## config.mk

```make
export PLATFORM = sky130hd
export DESIGN_NAME = round_robin_thread_scheduler_core
export DESIGN_NICKNAME = d
export VERILOG_FILES = /design/src/rtl/core/rrts_pkg.sv /design/src/rtl/core/rrts_cell.sv /design/src/rtl/core/rrts_ctrl.sv /design/src/rtl/core/round_robin_thread_scheduler_core.sv
export SDC_FILE = /design/constraint.sdc
export NUM_CORES = 1
export LEC_CHECK = 0
export BUFFER_PORTS_ARGS = -buffer_cell sky130_fd_sc_hd__buf_2
export CAP_MARGIN = 20
export CORE_UTILIZATION = 45
export DETAILED_ROUTE_END_ITERATION = 8
export GPL_TIMING_DRIVEN = 0
export HOLD_SLACK_MARGIN = 0.02
export SLEW_MARGIN = 20
export SYNTH_ARGS = -nofsm -noshare
export SYNTH_HDL_FRONTEND = slang
export SYNTH_SLANG_ARGS = --single-unit
```

## constraint.sdc

```tcl
create_clock -name clk_i -period 11.3 [get_ports clk_i]
set_input_delay 1.13 -clock clk_i [delete_from_list [all_inputs] [get_ports clk_i]]
set_output_delay 1.13 -clock clk_i [all_outputs]
set_load 0.005 [all_outputs]
```

## src/rtl/core/rrts_pkg.sv

```systemverilog
// Types, codes and defaults shared by the thread scheduler modules.
package rrts_pkg;

  localparam int unsigned SLOT_COUNT_DEF = 8;

  typedef enum logic [2:0] {
    ST_UNUSED   = 3'd0,
    ST_RUNNABLE = 3'd1,
    ST_RUNNING  = 3'd2,
    ST_BLOCKED  = 3'd3,
    ST_ZOMBIE   = 3'd4
  } slot_state_e;

  typedef enum logic [1:0] {
    CMD_CREATE = 2'd0,
    CMD_YIELD  = 2'd1,
    CMD_EXIT   = 2'd2,
    CMD_JOIN   = 2'd3
  } cmd_e;

  typedef enum logic [1:0] {
    STATUS_OK      = 2'd0,
    STATUS_FULL    = 2'd1,
    STATUS_BADJOIN = 2'd2,
    STATUS_BLOCKED = 2'd3
  } status_e;

  typedef enum logic [2:0] {
    OP_NONE,
    OP_LOAD,
    OP_SHIFT,
    OP_CREATE_SET,
    OP_EXIT,
    OP_SWITCH,
    OP_REAP,
    OP_BLOCK
  } cell_op_e;

  typedef enum logic [2:0] {
    CS_IDLE,
    CS_EXEC,
    CS_LOAD,
    CS_SCAN,
    CS_FINISH
  } ctrl_state_e;

  typedef struct packed {
    cell_op_e    op;
    slot_state_e want;
  } cell_cmd_t;

  typedef struct packed {
    logic [1:0] command;
    logic [2:0] target_thread;
  } in_beat_t;

  typedef struct packed {
    logic [1:0] status;
    logic [2:0] created_thread;
    logic       switched;
    logic [2:0] previous_thread;
    logic [2:0] running_thread;
  } out_beat_t;

endpackage

```

## src/rtl/core/rrts_cell.sv

```systemverilog
// One thread slot: its state, the slot it waits on and the search token.
module rrts_cell #(
  parameter int unsigned SlotCount = 8,
  parameter int unsigned CellIdx   = 0,
  parameter int unsigned IdxW      = 3,
  parameter int unsigned WaitW     = 4
) (
  input  logic                 clk_i,
  input  logic                 rst_ni,
  input  rrts_pkg::cell_cmd_t  cmd_i,
  input  logic [IdxW-1:0]      cur_idx_i,
  input  logic [IdxW-1:0]      sel_idx_i,
  input  logic                 token_i,
  output logic                 token_o,
  output logic                 match_o,
  output logic [2:0]           rd_state_o,
  output logic                 run_o
);
  import rrts_pkg::*;

  localparam logic [WaitW-1:0] WaitNone = WaitW'(SlotCount);
  localparam logic [IdxW-1:0]  MyIdx    = IdxW'(CellIdx);

  slot_state_e      state_q, state_d;
  logic [WaitW-1:0] waits_q, waits_d;
  logic             token_q, token_d;
  logic             is_cur, is_sel;

  assign is_cur = (cur_idx_i == MyIdx);
  assign is_sel = (sel_idx_i == MyIdx);

  always_comb begin
    state_d = state_q;
    waits_d = waits_q;
    token_d = token_q;
    unique case (cmd_i.op)
      OP_NONE: begin
      end
      OP_LOAD: begin
        token_d = is_sel;
      end
      OP_SHIFT: begin
        token_d = token_i;
      end
      OP_CREATE_SET: begin
        if (is_sel) begin
          state_d = ST_RUNNABLE;
          waits_d = WaitNone;
        end
      end
      OP_EXIT: begin
        if (is_cur) begin
          state_d = ST_ZOMBIE;
        end else if (state_q == ST_BLOCKED && waits_q == WaitW'(cur_idx_i)) begin
          // A joiner of the exiting thread wakes up.
          state_d = ST_RUNNABLE;
          waits_d = WaitNone;
        end
      end
      OP_SWITCH: begin
        // The chosen slot wins when it is also the outgoing one.
        if (is_sel) begin
          state_d = ST_RUNNING;
        end else if (is_cur && state_q == ST_RUNNING) begin
          state_d = ST_RUNNABLE;
        end
      end
      OP_REAP: begin
        if (is_sel) begin
          state_d = ST_UNUSED;
          waits_d = WaitNone;
        end
      end
      OP_BLOCK: begin
        if (is_cur) begin
          state_d = ST_BLOCKED;
          waits_d = WaitW'(sel_idx_i);
        end
      end
      default: begin
      end
    endcase
  end

  always_ff @(posedge clk_i or negedge rst_ni) begin
    if (!rst_ni) begin
      state_q <= (CellIdx == 0) ? ST_RUNNING : ST_UNUSED;
      waits_q <= WaitNone;
      token_q <= 1'b0;
    end else begin
      state_q <= state_d;
      waits_q <= waits_d;
      token_q <= token_d;
    end
  end

  assign token_o    = token_q;
  assign match_o    = token_q && (state_q == cmd_i.want);
  assign rd_state_o = is_sel ? state_q : ST_UNUSED;
  assign run_o      = (state_q == ST_RUNNING);

endmodule

```

## src/rtl/core/rrts_ctrl.sv

```systemverilog
// Command sequencer: decodes a command, steps the token scan and builds the result.
module rrts_ctrl #(
  parameter int unsigned SlotCount = 8,
  parameter int unsigned IdxW      = 3
) (
  input  logic                  clk_i,
  input  logic                  rst_ni,
  input  logic                  in_valid_i,
  output logic                  in_ready_o,
  input  rrts_pkg::in_beat_t    in_beat_i,
  output logic                  out_valid_o,
  input  logic                  out_ready_i,
  output rrts_pkg::out_beat_t   out_beat_o,
  output rrts_pkg::cell_cmd_t   cell_cmd_o,
  output logic [IdxW-1:0]       cur_idx_o,
  output logic [IdxW-1:0]       sel_idx_o,
  input  logic                  hit_i,
  input  rrts_pkg::slot_state_e sel_state_i
);
  import rrts_pkg::*;

  localparam int unsigned CmpW = IdxW + 4;
  localparam int unsigned ExtW = IdxW + 3;
  localparam logic [IdxW-1:0] LastIdx = IdxW'(SlotCount - 1);

  ctrl_state_e     state_q, state_d;
  cmd_e            cmd_q, cmd_d;
  logic [2:0]      tgt_q, tgt_d;
  logic [IdxW-1:0] cur_q, cur_d;
  logic [IdxW-1:0] prev_q, prev_d;
  logic [IdxW-1:0] pos_q, pos_d;
  logic [IdxW-1:0] step_q, step_d;
  logic [IdxW-1:0] made_q, made_d;
  status_e         status_q, status_d;
  logic            out_valid_q, out_valid_d;
  out_beat_t       out_q, out_d;

  logic [CmpW-1:0] tgt_w;
  logic            join_bad;
  logic [IdxW-1:0] cur_nxt, pos_nxt;
  logic [ExtW-1:0] made_x, prev_x, cur_x;

  assign tgt_w    = CmpW'(tgt_q);
  assign join_bad = (tgt_w >= CmpW'(SlotCount)) || (tgt_w == CmpW'(cur_q)) ||
                    (sel_state_i == ST_UNUSED);
  assign cur_nxt  = (cur_q == LastIdx) ? '0 : cur_q + IdxW'(1);
  assign pos_nxt  = (pos_q == LastIdx) ? '0 : pos_q + IdxW'(1);
  assign made_x   = ExtW'(made_q);
  assign prev_x   = ExtW'(prev_q);
  assign cur_x    = ExtW'(cur_q);

  always_comb begin
    state_d     = state_q;
    cmd_d       = cmd_q;
    tgt_d       = tgt_q;
    cur_d       = cur_q;
    prev_d      = prev_q;
    pos_d       = pos_q;
    step_d      = step_q;
    made_d      = made_q;
    status_d    = status_q;
    out_d       = out_q;
    out_valid_d = out_valid_q && !out_ready_i;
    in_ready_o  = 1'b0;
    sel_idx_o   = pos_q;
    cell_cmd_o.op   = OP_NONE;
    cell_cmd_o.want = (cmd_q == CMD_CREATE) ? ST_UNUSED : ST_RUNNABLE;

    unique case (state_q)
      CS_IDLE: begin
        in_ready_o = 1'b1;
        if (in_valid_i) begin
          cmd_d    = cmd_e'(in_beat_i.command);
          tgt_d    = in_beat_i.target_thread;
          prev_d   = cur_q;
          made_d   = '0;
          status_d = STATUS_OK;
          state_d  = CS_EXEC;
        end
      end
      CS_EXEC: begin
        unique case (cmd_q)
          CMD_CREATE: begin
            sel_idx_o     = '0;
            cell_cmd_o.op = OP_LOAD;
            pos_d         = '0;
            step_d        = '0;
            state_d       = CS_SCAN;
          end
          CMD_YIELD: begin
            sel_idx_o     = cur_nxt;
            cell_cmd_o.op = OP_LOAD;
            pos_d         = cur_nxt;
            step_d        = '0;
            state_d       = CS_SCAN;
          end
          CMD_EXIT: begin
            cell_cmd_o.op = OP_EXIT;
            pos_d         = cur_nxt;
            state_d       = CS_LOAD;
          end
          CMD_JOIN: begin
            sel_idx_o = tgt_w[IdxW-1:0];
            if (join_bad) begin
              status_d = STATUS_BADJOIN;
              state_d  = CS_FINISH;
            end else if (sel_state_i == ST_ZOMBIE) begin
              cell_cmd_o.op = OP_REAP;
              state_d       = CS_FINISH;
            end else begin
              cell_cmd_o.op = OP_BLOCK;
              status_d      = STATUS_BLOCKED;
              pos_d         = cur_nxt;
              state_d       = CS_LOAD;
            end
          end
          default: begin
          end
        endcase
      end
      CS_LOAD: begin
        cell_cmd_o.op = OP_LOAD;
        step_d        = '0;
        state_d       = CS_SCAN;
      end
      CS_SCAN: begin
        if (hit_i) begin
          if (cmd_q == CMD_CREATE) begin
            cell_cmd_o.op = OP_CREATE_SET;
            made_d        = pos_q;
          end else begin
            cell_cmd_o.op = OP_SWITCH;
            cur_d         = pos_q;
          end
          state_d = CS_FINISH;
        end else if (step_q == LastIdx) begin
          // The token came all the way around without a match.
          if (cmd_q == CMD_CREATE) begin
            status_d = STATUS_FULL;
          end
          state_d = CS_FINISH;
        end else begin
          cell_cmd_o.op = OP_SHIFT;
          pos_d         = pos_nxt;
          step_d        = step_q + IdxW'(1);
        end
      end
      CS_FINISH: begin
        if (!out_valid_q || out_ready_i) begin
          out_d.status          = status_q;
          out_d.created_thread  = made_x[2:0];
          out_d.switched        = (cur_q != prev_q);
          out_d.previous_thread = prev_x[2:0];
          out_d.running_thread  = cur_x[2:0];
          out_valid_d           = 1'b1;
          state_d               = CS_IDLE;
        end
      end
      default: begin
        state_d = CS_IDLE;
      end
    endcase
  end

  always_ff @(posedge clk_i or negedge rst_ni) begin
    if (!rst_ni) begin
      state_q     <= CS_IDLE;
      cur_q       <= '0;
      out_valid_q <= 1'b0;
    end else begin
      state_q     <= state_d;
      cur_q       <= cur_d;
      out_valid_q <= out_valid_d;
    end
  end

  always_ff @(posedge clk_i) begin
    cmd_q    <= cmd_d;
    tgt_q    <= tgt_d;
    prev_q   <= prev_d;
    pos_q    <= pos_d;
    step_q   <= step_d;
    made_q   <= made_d;
    status_q <= status_d;
    out_q    <= out_d;
  end

  assign cur_idx_o   = cur_q;
  assign out_valid_o = out_valid_q;
  assign out_beat_o  = out_q;

endmodule

```

## src/rtl/core/round_robin_thread_scheduler_core.sv

```systemverilog
// Top level of the round-robin thread scheduler: a ring of slot cells and a sequencer.
//
//   Channel  | Direction | Handshake            | Beat
//   ---------+-----------+----------------------+-----------------------------
//   in       | input     | in_valid_i/in_ready_o| in_beat_i  (command, target)
//   out      | output    | out_valid_o/out_ready_i | out_beat_o (status, slots)
//
// One command is in flight at a time. Create and yield step EXEC, SCAN, FINISH;
// exit and a blocking join step EXEC, LOAD, SCAN, FINISH; a bad or reaping join
// steps EXEC, FINISH. The search token moves one cell per cycle around the ring.
// Reset puts slot zero running and all others unused, with no clearing pass.
// A result waits in the output register while the next command is accepted;
// a command that finishes while that register is still full holds until it drains.
module round_robin_thread_scheduler_core #(
  parameter int unsigned SlotCount = rrts_pkg::SLOT_COUNT_DEF
) (
  input  logic                clk_i,
  input  logic                rst_ni,
  input  logic                in_valid_i,
  output logic                in_ready_o,
  input  rrts_pkg::in_beat_t  in_beat_i,
  output logic                out_valid_o,
  input  logic                out_ready_i,
  output rrts_pkg::out_beat_t out_beat_o
);
  import rrts_pkg::*;

  localparam int unsigned IdxW  = $clog2(SlotCount);
  localparam int unsigned WaitW = $clog2(SlotCount + 1);

  cell_cmd_t       cell_cmd;
  logic [IdxW-1:0] cur_idx, sel_idx;
  logic [SlotCount-1:0] token, token_in, match, run;
  logic [2:0]      rd_state [SlotCount];
  logic [2:0]      sel_state;
  logic            hit;

  for (genvar i = 0; i < SlotCount; i++) begin : g_cell
    assign token_in[i] = token[(i + SlotCount - 1) % SlotCount];

    rrts_cell #(
      .SlotCount(SlotCount),
      .CellIdx  (i),
      .IdxW     (IdxW),
      .WaitW    (WaitW)
    ) u_cell (
      .clk_i     (clk_i),
      .rst_ni    (rst_ni),
      .cmd_i     (cell_cmd),
      .cur_idx_i (cur_idx),
      .sel_idx_i (sel_idx),
      .token_i   (token_in[i]),
      .token_o   (token[i]),
      .match_o   (match[i]),
      .rd_state_o(rd_state[i]),
      .run_o     (run[i])
    );
  end

  // Only the selected cell drives a nonzero state, so an OR gathers the read.
  always_comb begin
    sel_state = '0;
    for (int i = 0; i < SlotCount; i++) begin
      sel_state = sel_state | rd_state[i];
    end
  end

  assign hit = |match;

  rrts_ctrl #(
    .SlotCount(SlotCount),
    .IdxW     (IdxW)
  ) u_ctrl (
    .clk_i      (clk_i),
    .rst_ni     (rst_ni),
    .in_valid_i (in_valid_i),
    .in_ready_o (in_ready_o),
    .in_beat_i  (in_beat_i),
    .out_valid_o(out_valid_o),
    .out_ready_i(out_ready_i),
    .out_beat_o (out_beat_o),
    .cell_cmd_o (cell_cmd),
    .cur_idx_o  (cur_idx),
    .sel_idx_o  (sel_idx),
    .hit_i      (hit),
    .sel_state_i(slot_state_e'(sel_state))
  );

  a_one_running: assert property (@(posedge clk_i) disable iff (!rst_ni)
    $onehot0(run))
    else $error("more than one slot is running");

  a_token_single: assert property (@(posedge clk_i) disable iff (!rst_ni)
    $onehot0(token))
    else $error("search token duplicated in the ring");

  a_switch_flag: assert property (@(posedge clk_i) disable iff (!rst_ni)
    (out_valid_o && !out_beat_o.switched) |->
      (out_beat_o.previous_thread == out_beat_o.running_thread))
    else $error("running thread changed without the switched flag");

  a_full_no_slot: assert property (@(posedge clk_i) disable iff (!rst_ni)
    (out_valid_o && out_beat_o.status == STATUS_FULL) |->
      (out_beat_o.created_thread == 3'd0 && !out_beat_o.switched))
    else $error("failed create reported a slot or a switch");

endmodule
```

## Word level (Yosys, flattened, before mapping)

Cells that the tools add are included.

| operators by class | value |
|---|---|
| add/sub/neg operators | 3 |
| $lt $le $gt $ge | 1 |
| equality and inequality tests | 142 |
| mux-type cells | 165 |
| bitwise operators | 8 |
| reductions and logical operators | 70 |

Operator list:

| operator | count |
|---|---|
| two-way mux 3 bit | 86 |
| one-hot mux 3 bit (5 select lines) | 9 |
| two-way mux 4 bit | 32 |
| one-hot mux 4 bit (3 select lines) | 8 |
| inequality test 2 x 1 -> 1 bit, second input constant | 44 |
| == test 3 x 2 -> 1 bit, second input constant | 24 |
| one-hot mux 3 bit (3 select lines) | 6 |
| == test 3 bit, second input constant | 16 |
| inequality test 3 x 1 -> 1 bit, second input constant | 16 |
| AND reduction 6 bit | 8 |
| AND reduction 5 bit | 9 |
| == test 4 x 3 -> 1 bit | 8 |
| == test 3 bit | 9 |
| inequality test 2 bit, second input constant | 13 |
| logical AND 1 bit | 25 |
| bitwise OR 3 bit | 7 |
| two-way mux 2 bit | 8 |
| one-hot mux 1 bit (2 select lines) | 8 |
| == test 3 x 1 -> 1 bit, second input constant | 4 |
| logical NOT 3 bit | 4 |
| one-hot mux 3 bit (2 select lines) | 2 |
| adder 3 x 1 -> 3 bit, second input constant | 3 |
| nonzero test 3 bit | 3 |
| AND reduction 4 bit | 2 |
| other kinds (19) | 35 |

| word-level totals | value |
|---|---|
| flip-flop bits (word level) | 102 |
| bits of input ports | 9 |
| output and inout bits | 14 |
| logic and storage cells | 428 |

## Depth between registers and ports, before layout

Gate-level depths: netlist of run 1.

| logic depth | value |
|---|---|
| depth in word-level cells | 22 |
| depth in mapped cells | 18 |
| depth with buffers taken out | 13 |

## Cells and area by module

Synthesis of run 1 repeated with hierarchy kept, for this count alone.

| unflattened totals | value |
|---|---|
| cell total of the unflattened synthesis | 744 |
| area, all modules | 7353.3 um2 |

By module, submodules not included:

| module | times used | cells an instance | area each (um2) | sequential area each (um2) |
|---|---|---|---|---|
| rrts_ctrl | 1 | 141 | 1844.3 | 1106.1 |
| rrts_cell (g_cell[5].u_cell ...) | 2 | 74 | 694.4 | 201.4 |
| rrts_cell (g_cell[2].u_cell ...) | 2 | 77 | 674.4 | 201.4 |
| rrts_cell (g_cell[3].u_cell) | 1 | 74 | 714.4 | 201.4 |
| rrts_cell (g_cell[1].u_cell) | 1 | 77 | 711.9 | 201.4 |
| rrts_cell (g_cell[0].u_cell) | 1 | 67 | 650.6 | 202.7 |
| rrts_cell (g_cell[7].u_cell) | 1 | 71 | 629.4 | 201.4 |
| round_robin_thread_scheduler_core | 1 | 12 | 65.1 | 0.0 |

## Least setup slack after synthesis of run 1

Ideal clock, no wire load.

| timing path | value |
|---|---|
| path type | flip-flop to flip-flop |
| start | register u_ctrl.cur_q[0] (netlist: u_ctrl.cur_idx_o[0]) |
| end | register g_cell[6].u_cell.waits_q[0] |
| library setup time | 125 ps |
| arrival time | 4304 ps |
| data required time | 11175 ps |
| slack | 6871 ps |
| cell stages (with the launch flop) | 18 |
| path buffers | 4 |
| clock period less this slack | 4429 ps |
| cells stage by stage | dfrtp_1 buf_1 inv_1 ha_1 nor4bb_1 mux2_2 or2_1 buf_2 o31a_1 o221ai_1 or4_1 buf_2 o32a_1 buf_6 nand4_2 nor3b_1 nor3_2 mux2_2 |

| on the way | value |
|---|---|
| word-level cells in the longest chain between the ends | 22 |
| elaborated cells on any way between the ends | 53 |
| those cells by class | 1 x add/sub; 20 x eq/ne; 17 x mux; 7 x bitwise; 8 x reduce/logical |

RTL lines:

| element | RTL line | RTL |
|---|---|---|
| start, declared | rrts_ctrl.sv:29 | `logic [IdxW-1:0] cur_q, cur_d;` |
| start signal, assigned | rrts_ctrl.sv:172 | `cur_q <= cur_d;` |
| adder 3 x 1 -> 3 bit or == test 3 bit (tied branches) | rrts_ctrl.sv:46 | `assign cur_nxt = (cur_q == LastIdx) ? '0 : cur_q + IdxW'(1);` |
| two-way mux 3 bit | rrts_ctrl.sv:46 |  |
| one-hot mux 3 bit (3 select lines) | rrts_ctrl.sv:82 | `unique case (cmd_q)` |
| two-way mux 3 bit | rrts_ctrl.sv:69 | `unique case (state_q)` |
| == test 3 x 1 -> 1 bit or logical NOT 3 bit (tied branches) | rrts_cell.sv:30 | `assign is_sel = (sel_idx_i == MyIdx);` |
| two-way mux 3 bit | rrts_cell.sv:99 | `assign rd_state_o = is_sel ? state_q : ST_UNUSED;` |
| bitwise OR 3 bit (7 in a row) | round_robin_thread_scheduler_core.sv:64 | `sel_state = sel_state \| rd_state[i];` |
| == test 3 bit or logical NOT 3 bit (tied branches) | rrts_ctrl.sv:107, rrts_ctrl.sv:45 |  |
| two-way mux 1 bit or logical OR 1 bit (tied branches) | rrts_ctrl.sv:107, rrts_ctrl.sv:44 |  |
| two-way mux 3 bit | rrts_ctrl.sv:104 | `if (join_bad) begin` |
| one-hot mux 3 bit (3 select lines) | rrts_ctrl.sv:82 |  |
| one-hot mux 3 bit (3 select lines) | rrts_ctrl.sv:69 |  |
| == test 3 x 2 -> 1 bit or == test 3 bit (tied branches) | rrts_cell.sv:36 | `unique case (cmd_i.op)` |
| OR reduction 2 bit (no line) | n/a |  |
| inequality test 2 x 1 -> 1 bit (no line) or nonzero test 3 bit (tied branches) | n/a |  |
| AND reduction 5 bit (no line) | n/a |  |
| end signal, assigned | rrts_cell.sv:88 | `waits_q <= WaitNone;` |
| end signal, assigned | rrts_cell.sv:92 | `waits_q <= waits_d;` |
| end, declared | rrts_cell.sv:25 | `logic [WaitW-1:0] waits_q, waits_d;` |

Several ways; a longest one is shown, not always the timed one. The select of a mux whose other input is x is not followed.
A chain may end at the register's enable or synchronous reset.

## Final worst setup path of run 1

| timing path | value |
|---|---|
| start | register u_ctrl.cur_q[0] (netlist: u_ctrl.cur_idx_o[0]) |
| end | register g_cell[6].u_cell.waits_q[1] |

Same word-level chain as after synthesis.

==> metrics.cfg, run 1 <==
[outcome]
status = complete, no violations

[clocking]
cts_tree = yes
cts_max_level = 3
post_cts_buffers = 0
cts_hold_buf = 0
cts_resized = 0
path_clk_slew_ns = 0.07
cts-root-buf = clkbuf_16
cts_buffers = 9
clock_latency_ns = 0.36
clk_path_buf_depth = 2
cts.sinks = 102

[timing]
fin_tns_setup_ns = 0
drv_slew = 0
min_period_over_period = 0.551
timing.final.ws_setup_ns = 5.07
rsz0062_at_grt = no
relSlewSlack = 0.299
period_needed_ns = 6.23
fin_skew_ns = 0.0112
hold_viol = 0
tightestPinTransition_ns = 1.05
fmax_mhz = 160
setup_viol = 0

[synthesis]
async_flop_share = 0.696
syn_area_um2 = 6120
avgSynthCellArea_um2 = 9.75
yosys.area.top_type = dfrtp_1
synth_warnings = 0
synth_commonest_cells = 62 x dfrtp_1, 57 x nand2_1, 51 x nor2_1
synth-seq-cells = 102
synth_edf_count = 31
synth_area_leaders = dfrtp_1 25%, edfxtp_1 15%, mux2_2 4.6%, dfstp_2 3.9%, xnor2_1 3.9%
syn-num-nets = 647
synth.most_common_cell = dfrtp_1
yosysSeqAreaShare = 0.444
synthCells = 628
synth_cell_type_count = 81
synthFlopType = dfrtp_1
yosysTopAreaCellShare = 0.253

[finish]
fin_util = 0.514
drive_above_1_share = 0.159
antennaDiodeCount = 0
area_delta_synth_final_pct = 11.1
fin_nets = 681

[floorplan]
dieArea_um2 = 14100
fp.coreArea_um2 = 13200
die_w_um = 119
ios = 23
die_y_um = 119
num_rows = 42
initial_core_util = 0.462

[placed_design]
finalWeightedCongestion = 0.947
dpl.hpwl_um = 13600
place_ws_ns = 5.17
numPortBuffers = 22

[drt]
firstDrtPassIters = 5
remaining_drc_errors = 0
vias = 5250
drt-total-wl_um = 18700
drt_iter0_markers = 484
wl_per_cell_um = 22.2
viasPerCell = 6.23
postRouteAntennaNets = 0

[global_route]
grt_antenna_before_repair = 0
grt_pass1_wl_um = 29800
grt_overflow_total = 0
grt_pass1_vias = 5224
track_usage = 0.281
grt_max_degree = 43

[power]
ir_drop_v = 0.000132
p_leak_nw = 2.84
p_per_area_nw_per_um2 = 323
p_total_mw = 2.20

[worst_setup_path]
required_ns = 11.60
crit_fanout = 10
start_kind = register
critPathKind = reg2reg
cp.arrival_ns = 6.53
r2r_slack_ns = 5.07
end_kind = register

[hold_path]
min_path_type = reg2reg

[run]
cap_viol_max_count = 0

## through the flow
stage / instance area [um2] / hold slack [ns] / instances
floorplan: 6120 / 0.400 / 628
global placement: 6450 / 0.402 / 826
detailed placement: 6470 / 0.412 / 827
CTS: 6800 / 0.428 / 843
global route: 6800 / 0.442 / 843
finish: 6800 / 0.429 / 843
## worst paths after layout
path | from | end | depth (start not counted)
worst max-delay path | u_ctrl.cur_idx_o[0] | g_cell[6].u_cell.waits_q[1] | 17
worst min-delay path | u_ctrl.made_q[1] | u_ctrl.out_beat_o[8] | 0
worst max register to register | u_ctrl.cur_idx_o[0] | g_cell[6].u_cell.waits_q[1] | 17
worst min register to register | u_ctrl.made_q[1] | u_ctrl.out_beat_o[8] | 0
max in group asynchronous | rst_ni | g_cell[1].u_cell.waits_q[3] | 2
min in group asynchronous | rst_ni | u_ctrl.cur_idx_o[0] | 1
## cells in the final DEF (no fill, tap or decap), types with 4 or more instances in the layout
master	n
o22ai_1	17
nor3b_1	4
dfrtp_1	62
xor2_1	12
edfxtp_1	31
inv_1	31
and2_1	5
and3_1	6
buf_2	33
buf_1	4
a21oi_1	41
a211oi_1	4
clkbuf_16	9
clkbuf_1	16
xnor2_1	27
nor2_1	51
mux2i_1	23
mux2_2	25
nand4_1	9
o21ai_0	20
nor4bb_1	5
nor4_1	5
a32o_1	4
a22oi_1	4
dfstp_2	9
nand2b_1	4
nor3_1	20
nand2_1	57
nor2b_1	4
a31oi_1	8
nand3_1	17
a21o_1	4
ha_1	10
## layer usage
| layer | GRT usage | wire (um) | vias to the layer above |
|---|---|---|---|
| li1 | - | - | 2373 |
| met1 | 0.363 | 7930 | 2584 |
| met2 | 0.457 | 8900 | 245 |
| met3 | 0.0405 | 1170 | 48 |
| met4 | 0.147 | 726 | 0 |
| met5 | 0 | 0 | - |
## worst max-delay path, cell delays in order (launching register included)
cell and delay [ns]:
dfrtp_1 0.57, buf_1 0.82, inv_1 0.20, ha_1 0.38, nor4bb_1 0.16, mux2_2 0.31
or2_1 0.29, buf_2 0.25, o31a_1 0.33, o221ai_1 0.19, or4_1 0.17, buf_2 0.24
a21oi_2 0.15, buf_2 0.25, a21oi_1 0.82, nand2_1 0.37, nor2_1 0.42, mux2_2 0.24
## power by group
group	internal, mW	switching (mW)
clock network	0.197	0.148
logic	0.407	0.812
registers	0.522	0.110
## cells by family after synthesis
logic type,share of synthesized area
fa+ha+maj,0.0204
compound gates,0.171
xor+xnor,0.0558
flops,0.444
buf+inv,0.0482
mux,0.0879
simple gates,0.172
## flip-flops by register name, summed over array words and instances (netlist names), 8 cells and up
| name | cells |
|---|---|
| g_cell.u_cell.token_o | 8 |
| u_ctrl.out_beat_o | 12 |
| g_cell.u_cell.state_q | 24 |
| g_cell.u_cell.waits_q | 32 |
## area by class of cell
class / count / area (um2)
Fill cell: 1264 / 6440
Multi-Input combinational cell: 458 / 3110
Sequential cell: 102 / 2720
Clock buffer: 9 / 225
Tap cell: 176 / 220
Buffer: 36 / 173
Timing Repair Buffer: 23 / 133
Inverter: 32 / 123
Clock inverter: 7 / 104
No activity file was read; power rests on OpenSTA's default activity.
==> run 2, diff against run 1 <==
Settings changed: ABC_AREA from default to 1.
Clock period 11.3 ns to 5.3 ns, I/O delays scaled along.
==> run 2 against run 1 <==
Effect of this change: core utilization fell by 0.48 points; final cell count rose by 25%; fmax rose by 28%; combinational power rose by 150%; setup slack got worse by 4.6 ns; wire length rose by 1.5%; highest routed layer unchanged; sequential power rose by 120%; critical path type unchanged; critical endpoint is now g_cell[4].u_cell.state_q[0]; largest power group unchanged; first-iteration DRC count rose by 7.2%; sequential share of layout area fell by 1.5 points.
==> metrics.cfg, run 2 <==
[clocking]
cts_buffers = 9  ; unchanged
post_cts_buffers = 0  ; unchanged
clock_latency_ns = 0.36  ; about the same
path_clk_slew_ns = 0.07  ; about the same
cts.sinks = 102  ; unchanged
cts-root-buf = clkbuf_16
cts_max_level = 3  ; unchanged
cts_tree = yes
cts_hold_buf = 0  ; unchanged
cts_resized = 0  ; unchanged
clk_path_buf_depth = 2  ; unchanged

[drt]
postRouteAntennaNets = 0  ; unchanged
remaining_drc_errors = 0  ; unchanged
drt_iter0_markers = 519  ; +7.2%
vias = 5811  ; +11%
firstDrtPassIters = 5  ; unchanged
drt-total-wl_um = 19000  ; +1.5%
viasPerCell = 5.53  ; -11%
wl_per_cell_um = 18.1  ; -19%

[finish]
area_delta_synth_final_pct = 10.6
final_common_cell = nand2_1
drive_above_1_share = 0.145  ; -0.0143
regArea_um2 = 2720  ; unchanged
final_cell_mix = 253 x nand2_1, 93 x inv_1, 70 x nor2_1, 67 x nand3_1, 62 x dfrtp_1
largest_register_ffs = 32  ; unchanged
antennaDiodeCount = 0  ; unchanged
final.fill_count = 1345  ; +6.4%
fin_nets = 885  ; +30%
multi_input_area_um2 = 3180  ; +2.2%
top_register = g_cell.u_cell.waits_q
fin_util = 0.509  ; -0.00478

[timing]
hold_viol = 0  ; unchanged
min_period_over_period = 0.920  ; +0.368
relSlewSlack = 0.255  ; -0.0443
period_needed_ns = 4.87  ; -1.36 ns
setup_viol = 0  ; unchanged
rsz0062_at_grt = no
tightestPinTransition_ns = 1.12  ; +0.0665 ns
fin_skew_ns = 0.0122  ; +0.00109 ns
fin_tns_setup_ns = 0  ; unchanged
drv_slew = 0  ; unchanged
fmax_mhz = 205  ; +28%
timing.final.ws_setup_ns = 0.426  ; -4.64 ns

[worst_setup_path]
startpoint = u_ctrl.cur_idx_o[0]
crit_slowest_cell = buf_1
max_stage_delay_ns = 0.86  ; +0.04 ns
crit-reg2reg-launch = u_ctrl.cur_idx_o[0]
end_kind = register
r2r_end = g_cell[4].u_cell.state_q[0]
crit_top_cell = nand2_1
crit_fanout = 10  ; unchanged
cp.arrival_ns = 5.12  ; -1.41 ns
crit_buf_inv = 5  ; unchanged
required_ns = 5.55  ; -6.05 ns
critPathKind = reg2reg
start_kind = register
r2r_slack_ns = 0.43  ; -4.64 ns
ff2ff_path_depth = 25  ; +8
crit_family = simple AND/OR/NAND/NOR gates

[floorplan]
initial_core_util = 0.460  ; -0.00196
die_w_um = 121  ; +2.1%
ios = 23  ; unchanged
dieArea_um2 = 14700  ; +4.3%
num_rows = 43  ; +2.4%
fp.coreArea_um2 = 13900  ; +4.8%
die_y_um = 121  ; +2.1%

[power]
p_clk_frac = 0.130  ; -0.027
p_per_area_nw_per_um2 = 712  ; +120%
combPwrFrac = 0.596  ; +0.041
p_leak_nw = 3.39  ; +19%
p_int_mw = 2.35  ; +110%
switching_power_mw = 2.68  ; +150%
seq_power_share = 0.274  ; -0.014
ir_drop_v = 0.000267  ; +100%
p_sw_frac = 0.532  ; +0.0450

[global_route]
grt_pass1_vias = 5633  ; +7.8%
grt_max_degree = 44  ; +2.3%
grt_antenna_before_repair = 0  ; unchanged
grt_overflow_total = 0  ; unchanged
grt_pass1_wl_um = 29900  ; +0.33%
track_usage = 0.275  ; -0.00637

[synthesis]
synth_area_leaders = dfrtp_1 24%, nand2_1 15%, edfxtp_1 15%, inv_1 5.5%, nand3_1 5.2%
synth_cell_type_count = 43  ; -47%
muxShareOfSynthArea = 0  ; -0.0879
yosysTopAreaCellShare = 0.243  ; -0.0106
synth-seq-cells = 102  ; unchanged
syn_area_um2 = 6390  ; +4.4%
synth_top_family_by_area = simple AND/OR/NAND/NOR gates
async_flop_share = 0.696  ; unchanged
synthCells = 831  ; +32%
synth_warnings = 0  ; unchanged
synth_edf_count = 31  ; unchanged
synth_compound_gate_area_share = 0.0713  ; -0.100
syn-num-nets = 850  ; +31%
synth_xor_area_frac = 0.0439  ; -0.0119
yosysSeqAreaShare = 0.425  ; -0.0186
yosys.area.top_type = dfrtp_1
synth_commonest_cells = 253 x nand2_1, 93 x inv_1, 70 x nor2_1
synthFlopType = dfrtp_1
synth.most_common_cell = nand2_1
synthAdderAreaFrac = 0.0196  ; -0.000856
avgSynthCellArea_um2 = 7.69  ; -21%
yosys.area_share.simple = 0.362  ; +0.190

[run]
cap_viol_max_count = 0  ; unchanged

[placed_design]
dpl.hpwl_um = 13900  ; +2.3%
finalWeightedCongestion = 1.01  ; +7.1%
place_ws_ns = 0.566  ; -4.61 ns
numPortBuffers = 22  ; unchanged

[outcome]
status = complete, no violations

[hold_path]
min_path_type = in2async

## run 2: metrics by stage
step	hold slack, ns	cell area [um2]	cells	total power [mW]
finish	0.102	7070	1051	5.03
global route	0.135	7070	1051	5.44
CTS	0.115	7060	1051	5.00
detailed placement	0.405	6770	1035	4.34
global placement	0.402	6730	1033	4.27
floorplan	0.234	6390	831	3.50
## run 2: cell type report
class,count,area share
Buffer,17,0.0135
Clock buffer,9,0.0319
Clock inverter,7,0.00939
Inverter,106,0.0570
Multi-Input combinational cell,606,0.450
Sequential cell,102,0.385
Tap cell,180,0.0319
Timing Repair Buffer,24,0.0220
## run 2: per-layer routing
metal  track usage  wire length [um]  vias to the layer above
met5             0                 0                        -
met4         0.120               607                        0
met3        0.0348              1000                       40
met2         0.443              8810                      205
met1         0.370              8590                     2770
li1              -                 -                     2796
## run 2: worst max-delay path by stage
stage               cells past startpoint  slack (ns)                          end
floorplan                              27        1.89  g_cell[7].u_cell.state_q[1]
global placement                       25        0.59  g_cell[4].u_cell.state_q[0]
detailed placement                     25        0.57  g_cell[4].u_cell.state_q[0]
CTS                                    25        0.54  g_cell[4].u_cell.state_q[0]
global route                           25        0.12  g_cell[1].u_cell.state_q[0]
finish                                 25        0.43  g_cell[4].u_cell.state_q[0]
## run 2: power by group through the flow
stage	sequential, mW	clock [mW]	combinational (mW)
detailed placement	1.39	0	2.95
global placement	1.38	0	2.89
CTS	1.38	0.669	2.96
global route	1.41	0.694	3.33
floorplan	1.31	0	2.19
finish	1.38	0.656	3.00
## run 2: logic make-up after synthesis
kind of cell | after synthesis
XOR/XNOR | 32
AND/OR/NAND/NOR | 491
buffers and inverters | 123
flip-flops | 102
AO/OA/AOI/OAI | 73
adder cells (fa/ha/maj) | 10
## run 2: worst reg2reg max path, delay by kind of cell (launching register included)
kind / cells / cell delay [ns]
and+or+nand+nor: 18 / 2.17
buffers and inverters: 5 / 1.65
AOI/OAI and AO/OA: 1 / 0.09
adders and majority gates: 1 / 0.35
DFF: 1 / 0.50
==> run 3, diff against run 2 <==
Settings changed: CELL_PAD_IN_SITES_DETAIL_PLACEMENT from default to 1, CELL_PAD_IN_SITES_GLOBAL_PLACEMENT from default to 1, CORE_MARGIN from default to 2, PLACE_DENSITY_LB_ADDON from default to 0.1.
Clock period 5.3 ns to 5.1 ns, I/O delays scaled along.
==> run 3 against run 2 <==
Effect of this change: fmax up 7.0%; core utilization about the same; setup slack better by 0.12 ns; via count up 2.0%; combinational power up 6.7%; critical endpoint is now g_cell[3].u_cell.state_q[0]; largest cell class unchanged; highest routed layer unchanged.
==> metrics.cfg, run 3 (synthesis gave the netlist of run 2 again) <==
[outcome]
status = complete, no violations

[floorplan]
dieArea_um2 = 15200  ; +3.3%
ios = 23  ; unchanged
die_w_um = 123  ; +1.7%
die_y_um = 123  ; +1.7%
initial_core_util = 0.460  ; unchanged
num_rows = 43  ; unchanged
fp.coreArea_um2 = 13900  ; unchanged

[clocking]
cts_tree = yes
clock_latency_ns = 0.36  ; about the same
cts.sinks = 102  ; unchanged
cts_buffers = 9  ; unchanged
cts-root-buf = clkbuf_16
cts_max_level = 3  ; unchanged
clk_path_buf_depth = 2  ; unchanged
path_clk_slew_ns = 0.07  ; about the same

[timing]
fin_skew_ns = 0.00804  ; -0.00420 ns
fmax_mhz = 220  ; +7.0%
rsz0062_at_grt = no
timing.final.ws_setup_ns = 0.545  ; +0.119 ns
hold_viol = 0  ; unchanged
fin_tns_setup_ns = 0  ; unchanged
period_needed_ns = 4.55  ; -0.319 ns
setup_viol = 0  ; unchanged
min_period_over_period = 0.893  ; -0.0265
relSlewSlack = 0.236  ; -0.0187
tightestPinTransition_ns = 1.15  ; +0.0281 ns
drv_slew = 0  ; unchanged

[worst_setup_path]
required_ns = 5.35  ; -0.20 ns
cp.arrival_ns = 4.80  ; -0.32 ns
crit_buf_inv = 4  ; -1
crit_fanout = 10  ; unchanged
end_kind = register
crit_top_cell = nand2_1
start_kind = register
max_stage_delay_ns = 0.52  ; -0.34 ns
critPathKind = reg2reg
crit_family = simple AND/OR/NAND/NOR gates
crit_slowest_cell = clkbuf_2

[power]
p_leak_nw = 3.40  ; +0.23%
p_per_area_nw_per_um2 = 758  ; +6.3%
ir_drop_v = 0.000341  ; +28%

[drt]
drt_iter0_markers = 333  ; -36%
viasPerCell = 5.64  ; +2.0%
firstDrtPassIters = 5  ; unchanged
drt-total-wl_um = 21100  ; +11%
postRouteAntennaNets = 0  ; unchanged
vias = 5928  ; +2.0%
wl_per_cell_um = 20.1  ; +11%
remaining_drc_errors = 0  ; unchanged

[global_route]
grt_overflow_total = 0  ; unchanged
track_usage = 0.297  ; +0.0221
grt_max_degree = 56  ; +27%
grt_pass1_vias = 6073  ; +7.8%
grt_antenna_before_repair = 0  ; unchanged
grt_pass1_wl_um = 33200  ; +11%

[finish]
top_register = g_cell.u_cell.waits_q
area_delta_synth_final_pct = 10.6  ; about the same
largest_register_ffs = 32  ; unchanged
drive_above_1_share = 0.142  ; -0.00230
final.fill_count = 1801  ; +34%
antennaDiodeCount = 0  ; unchanged
final_cell_mix = 253 x nand2_1, 93 x inv_1, 70 x nor2_1, 67 x nand3_1, 62 x dfrtp_1
fin_nets = 885  ; unchanged
final_common_cell = nand2_1

[placed_design]
dpl.hpwl_um = 15400  ; +11%
finalWeightedCongestion = 0.936  ; -7.8%
place_ws_ns = 0.210  ; -0.356 ns
numPortBuffers = 22  ; unchanged

[hold_path]
min_path_type = in2reg

[run]
cap_viol_max_count = 0  ; unchanged

-- run 3: area by class of cell --
type                    count  area, um2  share of cell area
plain buffers              17       97.6              0.0138
clock buffers              10        229              0.0324
clock inverters             6       63.8             0.00903
inverters                 106        403              0.0570
multi-input cells         606       3180               0.450
flip-flops and latches    102       2720               0.385
well taps                 180        225              0.0319
repair buffers             24        150              0.0213
-- run 3: power breakdown --
part	total [mW]	switching, mW	internal (mW)
combinational	3.20	2.29	0.907
clock	0.698	0.318	0.380
sequential	1.45	0.261	1.19
-- run 3: final timing paths --
kind | cells past startpoint | slack (ns) | startpoint | end
min | 1 | 0.32 | in_beat_i[0] | u_ctrl.tgt_q[0]
max in group asynchronous | 3 | 3.92 | rst_ni | g_cell[6].u_cell.waits_q[3]
max | 25 | 0.55 | u_ctrl.cur_idx_o[0] | g_cell[3].u_cell.state_q[0]
max reg2reg | 25 | 0.55 | u_ctrl.cur_idx_o[0] | g_cell[3].u_cell.state_q[0]
min reg2reg | 0 | 0.42 | u_ctrl.made_q[2] | u_ctrl.out_beat_o[9]
min in group asynchronous | 2 | 0.56 | rst_ni | g_cell[0].u_cell.waits_q[1]
-- run 3: timing repair --
| item | 4_1_cts | 5_1_grt |
|---|---|---|
| setup endpoints to repair | 0 | 52 |
| buffers inserted | 0 | 0 |
| hold buffers | 1 | 0 |
| endpoints found under the hold margin | 12 | 0 |
| gates resized for setup | 0 | 4 |
-- run 3: metrics by stage --
step	util	cell area [um2]	hold WS (ns)	total power, mW	cells
floorplan	-	6390	0.214	3.64	831
global placement	0.484	6730	0.402	4.48	1033
detailed placement	0.487	6760	0.405	4.60	1034
CTS	0.509	7060	0.314	5.33	1051
global route	0.509	7060	0.315	5.76	1051
finish	0.509	7060	0.322	5.35	1051
-- run 3: per-layer routing --
metal	track usage	vias up	wire length, um
met1	0.366	2942	9010
met3	0.0655	42	1080
met5	0	-	0
li1	-	2789	-
met2	0.505	155	10300
met4	0.115	0	720
